$ cat src/rtl/md5_pkg.sv
// Package for the MD5 message digest block: word types, round constants
// and helper functions. No dependencies.
`default_nettype none
package md5_pkg;

    typedef struct packed {
        logic [7:0] data_byte;
        logic       byte_valid;
        logic       last_byte;
    } md5_in_t;

    typedef struct packed {
        logic [31:0] digest_word;
        logic [1:0]  word_number;
        logic        final_word;
    } md5_out_t;

    localparam logic [31:0] INIT_A = 32'h67452301;
    localparam logic [31:0] INIT_B = 32'hEFCDAB89;
    localparam logic [31:0] INIT_C = 32'h98BADCFE;
    localparam logic [31:0] INIT_D = 32'h10325476;

    localparam logic [7:0] PAD_BYTE = 8'h80;
    localparam logic [5:0] LEN_POS  = 6'd56;

    localparam logic [31:0] KADD [64] = '{
        32'hd76aa478, 32'he8c7b756, 32'h242070db, 32'hc1bdceee,
        32'hf57c0faf, 32'h4787c62a, 32'ha8304613, 32'hfd469501,
        32'h698098d8, 32'h8b44f7af, 32'hffff5bb1, 32'h895cd7be,
        32'h6b901122, 32'hfd987193, 32'ha679438e, 32'h49b40821,
        32'hf61e2562, 32'hc040b340, 32'h265e5a51, 32'he9b6c7aa,
        32'hd62f105d, 32'h02441453, 32'hd8a1e681, 32'he7d3fbc8,
        32'h21e1cde6, 32'hc33707d6, 32'hf4d50d87, 32'h455a14ed,
        32'ha9e3e905, 32'hfcefa3f8, 32'h676f02d9, 32'h8d2a4c8a,
        32'hfffa3942, 32'h8771f681, 32'h6d9d6122, 32'hfde5380c,
        32'ha4beea44, 32'h4bdecfa9, 32'hf6bb4b60, 32'hbebfbc70,
        32'h289b7ec6, 32'heaa127fa, 32'hd4ef3085, 32'h04881d05,
        32'hd9d4d039, 32'he6db99e5, 32'h1fa27cf8, 32'hc4ac5665,
        32'hf4292244, 32'h432aff97, 32'hab9423a7, 32'hfc93a039,
        32'h655b59c3, 32'h8f0ccc92, 32'hffeff47d, 32'h85845dd1,
        32'h6fa87e4f, 32'hfe2ce6e0, 32'ha3014314, 32'h4e0811a1,
        32'hf7537e82, 32'hbd3af235, 32'h2ad7d2bb, 32'heb86d391
    };

    localparam logic [4:0] KROT [16] = '{
        5'd7, 5'd12, 5'd17, 5'd22, 5'd5, 5'd9, 5'd14, 5'd20,
        5'd4, 5'd11, 5'd16, 5'd23, 5'd6, 5'd10, 5'd15, 5'd21
    };

    function automatic logic [31:0] rotl(input logic [31:0] x, input logic [4:0] n);
        logic [63:0] w;
        begin
            w = {x, x} << n;
            rotl = w[63:32];
        end
    endfunction

    function automatic logic [3:0] msg_index(input logic [5:0] r);
        logic [3:0] rl;
        begin
            rl = r[3:0];
            case (r[5:4])
                2'd0: msg_index = rl;
                2'd1: msg_index = 4'((rl << 2) + rl + 4'd1);
                2'd2: msg_index = 4'((rl << 1) + rl + 4'd5);
                default: msg_index = 4'((rl << 3) - rl);
            endcase
        end
    endfunction

endpackage
`default_nettype wire

$ cat src/rtl/md5_message_digest.sv
// MD5 message digest, one message byte per input word, one round per cycle.
// A byte that does not fill a block is only stored; a filling byte starts the
// rounds and the fold. A last word pads one byte per cycle, runs one or two
// compressions, then shows four digest words. Input stalls outside idle, so
// no byte is taken during rounds on the single round unit, fold, pad or output.
// Reset loads the initial chaining value, a zero bit count and idle state.
`default_nettype none
module md5_message_digest
    import md5_pkg::*;
(
    input  wire logic     clk,
    input  wire logic     rst_n,
    input  wire md5_in_t  in_data,
    input  wire logic     in_valid,
    output logic          in_stall,
    output md5_out_t      out_data,
    output logic          out_valid,
    input  wire logic     out_stall
);

    localparam logic [2:0] ST_IDLE  = 3'd0;
    localparam logic [2:0] ST_ROUND = 3'd1;
    localparam logic [2:0] ST_FOLD  = 3'd2;
    localparam logic [2:0] ST_PAD   = 3'd3;
    localparam logic [2:0] ST_OUT   = 3'd4;

    logic [2:0]  state_reg, state_next;
    logic [31:0] chain_reg [4];
    logic [31:0] a_reg, b_reg, c_reg, d_reg;
    logic [31:0] buf_reg [16];
    logic [63:0] count_reg;
    logic [63:0] len_reg;
    logic [5:0]  round_reg;
    logic        fin_reg;
    logic        after_pad_reg;
    logic        len_blk_reg;
    logic        len_wrote_reg;
    logic [1:0]  word_reg;

    logic        take;
    logic        put_en;
    logic [7:0]  put_byte;
    logic [5:0]  pos;
    logic [31:0] f_val, t_sum, t_new;
    logic [3:0]  g_idx;

    assign in_stall = (state_reg != ST_IDLE);
    assign take     = in_valid && !in_stall;
    assign pos      = count_reg[8:3];

    always_comb
    begin
        case (round_reg[5:4])
            2'd0: f_val = (b_reg & c_reg) | (~b_reg & d_reg);
            2'd1: f_val = (b_reg & d_reg) | (c_reg & ~d_reg);
            2'd2: f_val = b_reg ^ c_reg ^ d_reg;
            default: f_val = c_reg ^ (b_reg | ~d_reg);
        endcase
        g_idx = msg_index(round_reg);
        t_sum = a_reg + f_val + buf_reg[g_idx] + KADD[round_reg];
        t_new = b_reg + rotl(t_sum, KROT[{round_reg[5:4], round_reg[1:0]}]);
    end

    always_comb
    begin
        put_en   = 1'b0;
        put_byte = 8'd0;
        if (state_reg == ST_IDLE && take && in_data.byte_valid)
        begin
            put_en   = 1'b1;
            put_byte = in_data.data_byte;
        end
        else if (state_reg == ST_PAD)
        begin
            put_en = 1'b1;
            if (!after_pad_reg)
                put_byte = PAD_BYTE;
            else if (len_blk_reg && pos >= LEN_POS)
                put_byte = len_reg[8 * pos[2:0] +: 8];
            else
                put_byte = 8'd0;
        end
    end

    always_comb
    begin
        state_next = state_reg;
        case (state_reg)
            ST_IDLE:
                if (take)
                begin
                    if (put_en && pos == 6'd63)
                        state_next = ST_ROUND;
                    else if (in_data.last_byte)
                        state_next = ST_PAD;
                end
            ST_ROUND:
                if (round_reg == 6'd63)
                    state_next = ST_FOLD;
            ST_FOLD:
                if (fin_reg && after_pad_reg && pos == 6'd0 && len_wrote_reg)
                    state_next = ST_OUT;
                else if (fin_reg)
                    state_next = ST_PAD;
                else
                    state_next = ST_IDLE;
            ST_PAD:
                if (pos == 6'd63)
                    state_next = ST_ROUND;
            ST_OUT:
                if (!out_stall && word_reg == 2'd3)
                    state_next = ST_IDLE;
            default:
                state_next = ST_IDLE;
        endcase
    end

    always_ff @(posedge clk or negedge rst_n)
    begin
        if (!rst_n)
        begin
            state_reg     <= ST_IDLE;
            chain_reg[0]  <= INIT_A;
            chain_reg[1]  <= INIT_B;
            chain_reg[2]  <= INIT_C;
            chain_reg[3]  <= INIT_D;
            a_reg         <= 32'd0;
            b_reg         <= 32'd0;
            c_reg         <= 32'd0;
            d_reg         <= 32'd0;
            count_reg     <= 64'd0;
            len_reg       <= 64'd0;
            round_reg     <= 6'd0;
            fin_reg       <= 1'b0;
            after_pad_reg <= 1'b0;
            len_blk_reg   <= 1'b0;
            len_wrote_reg <= 1'b0;
            word_reg      <= 2'd0;
        end
        else
        begin
            state_reg <= state_next;
            if (put_en)
            begin
                count_reg <= count_reg + 64'd8;
                if (state_reg == ST_PAD)
                begin
                    after_pad_reg <= 1'b1;
                    if (!after_pad_reg)
                        len_blk_reg <= (pos < LEN_POS);
                    if (len_blk_reg && pos == 6'd63)
                        len_wrote_reg <= 1'b1;
                end
            end
            if (state_reg == ST_IDLE && take)
            begin
                fin_reg <= in_data.last_byte;
                if (in_data.last_byte)
                    len_reg <= in_data.byte_valid ? count_reg + 64'd8 : count_reg;
            end
            if ((state_reg == ST_IDLE && state_next == ST_ROUND)
                || (state_reg == ST_PAD && state_next == ST_ROUND))
            begin
                a_reg     <= chain_reg[0];
                b_reg     <= chain_reg[1];
                c_reg     <= chain_reg[2];
                d_reg     <= chain_reg[3];
                round_reg <= 6'd0;
            end
            if (state_reg == ST_ROUND)
            begin
                a_reg     <= d_reg;
                b_reg     <= t_new;
                c_reg     <= b_reg;
                d_reg     <= c_reg;
                round_reg <= round_reg + 6'd1;
            end
            if (state_reg == ST_FOLD)
            begin
                chain_reg[0] <= chain_reg[0] + a_reg;
                chain_reg[1] <= chain_reg[1] + b_reg;
                chain_reg[2] <= chain_reg[2] + c_reg;
                chain_reg[3] <= chain_reg[3] + d_reg;
                word_reg     <= 2'd0;
                if (fin_reg && after_pad_reg)
                    len_blk_reg <= 1'b1;
            end
            if (state_reg == ST_OUT && !out_stall)
            begin
                word_reg <= word_reg + 2'd1;
                if (word_reg == 2'd3)
                begin
                    chain_reg[0]  <= INIT_A;
                    chain_reg[1]  <= INIT_B;
                    chain_reg[2]  <= INIT_C;
                    chain_reg[3]  <= INIT_D;
                    count_reg     <= 64'd0;
                    fin_reg       <= 1'b0;
                    after_pad_reg <= 1'b0;
                    len_blk_reg   <= 1'b0;
                    len_wrote_reg <= 1'b0;
                end
            end
        end
    end

    always_ff @(posedge clk)
    begin
        if (put_en)
        begin
            if (pos[1:0] == 2'd0)
                buf_reg[pos[5:2]] <= {24'd0, put_byte};
            else
                buf_reg[pos[5:2]][8 * pos[1:0] +: 8] <= put_byte;
        end
    end

    assign out_valid           = (state_reg == ST_OUT);
    assign out_data.digest_word = chain_reg[word_reg];
    assign out_data.word_number = word_reg;
    assign out_data.final_word  = (word_reg == 2'd3);

    a_no_take_busy: assert property (@(posedge clk) disable iff (!rst_n)
        (state_reg != ST_IDLE) |-> in_stall)
        else $error("input taken while busy");
    a_round_count: assert property (@(posedge clk) disable iff (!rst_n)
        (state_reg == ST_FOLD) |-> $past(round_reg) == 6'd63)
        else $error("fold without 64 rounds");
    a_out_block_end: assert property (@(posedge clk) disable iff (!rst_n)
        (state_reg == ST_OUT) |-> (pos == 6'd0 && fin_reg))
        else $error("digest shown mid-block");
    a_word_step: assert property (@(posedge clk) disable iff (!rst_n)
        (out_valid && !out_stall && word_reg != 2'd3) |=> out_valid)
        else $error("digest words cut short");

endmodule
`default_nettype wire
$ cat config.mk
export PLATFORM = sky130hd
export DESIGN_NAME = md5_message_digest
export DESIGN_NICKNAME = d
export VERILOG_FILES = /design/src/rtl/md5_pkg.sv /design/src/rtl/md5_message_digest.sv
export SDC_FILE = /design/constraint.sdc
export NUM_CORES = 2
export LEC_CHECK = 0
export ABC_AREA = 1
export BUFFER_PORTS_ARGS = -buffer_cell sky130_fd_sc_hd__buf_2
export CAP_MARGIN = 15
export CELL_PAD_IN_SITES_DETAIL_PLACEMENT = 2
export CELL_PAD_IN_SITES_GLOBAL_PLACEMENT = 2
export CORE_UTILIZATION = 43
export DETAILED_ROUTE_END_ITERATION = 8
export GPL_TIMING_DRIVEN = 0
export PLACE_DENSITY = 0.94
export SYNTH_ARGS = -nofsm -noshare
export SYNTH_HDL_FRONTEND = slang
export SYNTH_SLANG_ARGS = --single-unit
$ cat constraint.sdc
create_clock -name clk -period 23.6 [get_ports clk]
set_input_delay 2.36 -clock clk [delete_from_list [all_inputs] [get_ports clk]]
set_output_delay 2.36 -clock clk [all_outputs]
set_load 0.005 [all_outputs]
==> flow_summary.ini, run 1 <==
[place]
port-buffer-count = 49
post-dp-hpwl_mm = 274
place_congestion = 1.09
placed_cell_area_sq_um = 60500
place_inst = 8943

[synthesis]
yosys.area.top_type = edfxtp_1
ys_top_cells_by_area = edfxtp_1 27%, dfrtp_1 14%, a21oi_1 7.7%
synth_edf_count = 512
synthFlopType = edfxtp_1
synth.avg_cell_area_sq_um = 8.13
synth_top_area_share_pct = 26.6
synth-seq-area-share_pct = 43.8
synthesis.area_sq_um = 57700
synth_seq_cells = 905
postSynthCellCount = 7099
ys_top_cells_by_count = 1093 x nand2_1, 884 x a21oi_1, 798 x o21ai_0
async_reset_ff_share_pct = 43.4
synth_cell_types = 64
syn_nets = 7410
synth.yosys.warnings = 0
synth.most_common_cell = nand2_1

[clock_tree]
post_cts_buffers = 0
cts_buffer_depth = 3
cts_root_buffer = clkbuf_16
cts_resized = 0
holdBufCountCts = 0
htreeDepth = 3
clock-sinks = 905
numCtsBuffers = 103

[global_routing]
grt-ovfl-total = 196
track_usage_pct = 77.2
antenna_found_initial = 97
grt_max_degree = 92

[floorplanning]
fp-row-count = 134
die_h_um = 368
pin_count = 51
die_w_um = 368
start_util_pct = 43.3

[status]
outcome = stopped before the end
tool.error = [ERROR GRT-0232] Routing congestion too high. Check the congestion heatmap in the GUI.
lastStage = 5_1_grt
==> kinds of logic after synthesis <==
| kind of cell | count (synthesis) | share of synthesized area (%) |
|---|---|---|
| flops | 905 | 43.8 |
| compound gates | 2296 | 22.5 |
| xor+xnor | 112 | 1.70 |
| mux | 6 | 0.104 |
| fa+ha+maj | 297 | 7.37 |
| buf+inv | 1102 | 7.28 |
| simple gates | 2381 | 17.3 |
==> per-layer routing <==
| layer | track usage, % | overflow |
|---|---|---|
| met2 | 93.3 | 84 |
| met4 | 74.2 | 97 |
| met1 | 78.1 | 7 |
| met3 | 61.7 | 7 |
| met5 | 37.8 | 1 |
==> stage by stage <==
stage,worst slack [ps],utilization (%)
2_1_floorplan,14830,-
3_3_place_gp,10350,45.2
3_5_place_dp,9690,45.4
4_1_cts,9210,48.0
==> inputs of run 2 (changes only) <==
--- a/config.mk
+++ b/config.mk
@@ -8,12 +8,10 @@
 export ABC_AREA = 1
 export BUFFER_PORTS_ARGS = -buffer_cell sky130_fd_sc_hd__buf_2
 export CAP_MARGIN = 15
-export CELL_PAD_IN_SITES_DETAIL_PLACEMENT = 2
-export CELL_PAD_IN_SITES_GLOBAL_PLACEMENT = 2
-export CORE_UTILIZATION = 43
+export CORE_UTILIZATION = 40
 export DETAILED_ROUTE_END_ITERATION = 8
 export GPL_TIMING_DRIVEN = 0
-export PLACE_DENSITY = 0.94
+export PLACE_DENSITY_LB_ADDON = 0.15
 export SYNTH_ARGS = -nofsm -noshare
 export SYNTH_HDL_FRONTEND = slang
 export SYNTH_SLANG_ARGS = --single-unit
==> run 2 against run 1 <==
- the flow now finishes without violations
- synthesized area unchanged
- synthesized cell count did not move
==> flow_summary.ini, run 2 <==
[status]
outcome = finished, final reports clean

[clock_tree]
clkTransAtPathRegs_ps = 60
cts_buffer_depth = 3
cts_resized = 0
numCtsBuffers = 103
cts_tree = yes
clock-sinks = 905
cts_root_buffer = clkbuf_16
holdBufCountCts = 0
htreeDepth = 3
clock_latency_ps = 770
post_cts_buffers = 0

[synthesis]
synth_edf_count = 512
synth-seq-area-share_pct = 43.8
synthFlopType = edfxtp_1
yosys.area.top_type = edfxtp_1
synthesis.area_sq_um = 57700
synth_top_family_by_area = compound AO/OA/AOI/OAI gates
synth_top_area_share_pct = 26.6
synth.most_common_cell = nand2_1
synth_cell_types = 64
synth_seq_cells = 905
synthXorXnorAreaFrac_pct = 1.70
synth.avg_cell_area_sq_um = 8.13
postSynthCellCount = 7099
ys_top_cells_by_count = 1093 x nand2_1, 884 x a21oi_1, 798 x o21ai_0
synth_fa_ha_area_share_pct = 7.37
async_reset_ff_share_pct = 43.4
syn_nets = 7410
synth-simple-area-share_pct = 17.3
ys_top_cells_by_area = edfxtp_1 27%, dfrtp_1 14%, a21oi_1 7.7%
synth-compound-area-share_pct = 22.5
synth.yosys.warnings = 0
muxShareOfSynthArea_pct = 0.104

[timing]
rsz0062_at_grt = false
timing.hold.ws_ps = 486
finalSetupViolations = 0
drv_slew = 0
max-slew-margin-rel_pct = 12.0
period_share_pct = 58.5
worstMarginPinSlew_ps = 1320
clock-skew-final_ps = 69.0
fin_setup_tns_ps = 0
final_hold_viol_count = 0
period_needed_ps = 13810
fmax_mhz = 72.4

[critical_path]
r2r_start = round_reg[0]
rrSetupSlack_ps = 9790
path_class = flip-flop to flip-flop
cp.arrival_ps = 14410
crit_fanout = 14
cpMostUsedCell = nand2_1
critPathSlowestCell = clkbuf_1
crit_end = b_reg[31]
critical_path.reg2reg.endpoint = b_reg[31]
crit_family = compound AO/OA/AOI/OAI gates
path_depth = 56
crit_buf_inv = 11
worstRegToRegCells = 56
end_kind = flip-flop
slowest_delay_ps = 920
start_kind = flip-flop
critical_path_required_ps = 24200
startpoint = round_reg[0]

[route]
first_iter_violations = 7442
drt_pass1_iterations = 6
via_count = 57800
totalWireLength_mm = 284
drc = 0
wl_per_cell_um = 30.6
vias_per_cell = 6.23
postRouteAntennaNets = 0

[floorplanning]
start_util_pct = 40.2
fp-row-count = 139
die_area_sq_um = 146000
die_h_um = 382
die_w_um = 382
pin_count = 51
core_sq_um = 143000

[place]
placed_cell_area_sq_um = 60600
post-dp-hpwl_mm = 217
port-buffer-count = 49
place_congestion = 1.10

[finish]
final_common_cell = nand2_1
largest_reg_flops = 512
drive_above_1_share_pct = 5.44
nNetsFinal = 7589
syn_to_final_growth_pct = 11.4
final_cell_mix = 1093 x nand2_1, 884 x a21oi_1, 798 x o21ai_0
stdcell_area_sq_um = 64300
fill_cells = 14400

[hold_path]
hold_class = flip-flop to flip-flop

[global_routing]
antenna_found_initial = 11
grt-ovfl-total = 0
grt_pass1_vias = 53000
track_usage_pct = 38.0
grt_max_degree = 103
grt_pass1_wl_mm = 395

[job]
max_cap_viol_count = 0
-- run 2: cell counts after synthesis --
Identical to the previous run, type by type.
-- run 2: final cells by class --
class	count	area (sq um)	area share (%)
clock buffer	131	2800	4.36
inverter	728	2730	4.25
multi-input combinational	5092	28300	43.9
antenna	4	10.0	0.0156
sequential	905	25300	39.3
clock inverter	63	813	1.26
timing repair buffer	74	549	0.854
tap	1903	2380	3.70
buffer	374	1470	2.28
-- run 2: worst min path at each step --
stage,slack [ps],start,cells past startpoint,endpoint
floorplan,440,len_reg[19],2,len_reg[19]
global placement,460,len_reg[44],2,len_reg[44]
detailed placement,470,len_reg[44],2,len_reg[44]
CTS,480,len_reg[44],2,len_reg[44]
global route,490,len_reg[12],1,len_reg[12]
finish,490,len_reg[44],2,len_reg[44]
-- run 2: layer usage --
layer	wire length [um]	global-route usage, %	vias up	share of wire (%)
li1	-	-	25300	-
met1	113000	50.2	28200	40
met2	122000	57.3	3549	43
met3	28200	7.52	806	9.9
met4	20600	23.0	16	7.2
met5	115	0	-	0.040
-- run 2: cells by family after synthesis --
logic type	Yosys count
and+or+nand+nor	2381
muxes	6
buffers and inverters	1102
DFF	905
xor gates and xnor gates	112
AOI/OAI and AO/OA	2296
adders and majority gates	297
-- run 2: per-stage QoR --
step | util (%) | setup WS, ps | cells
floorplan | - | 14830 | 7099
global placement | 42.1 | 10100 | 9051
detailed placement | 42.2 | 10290 | 9069
CTS | 44.8 | 10260 | 9263
global route | 44.8 | 9020 | 9270
finish | 44.8 | 9790 | 9274
-- run 2: tightest hold or removal path: cells and delay by family (launching register included) --
kind / cells / cell delay (ps)
flip-flops: 1 / 340
AND/OR/NAND/NOR: 2 / 120
Power of run 2 is left out: the tool's default activity adds up to more than one toggle a clock period on the data nets, which glitch-free logic cannot reach.
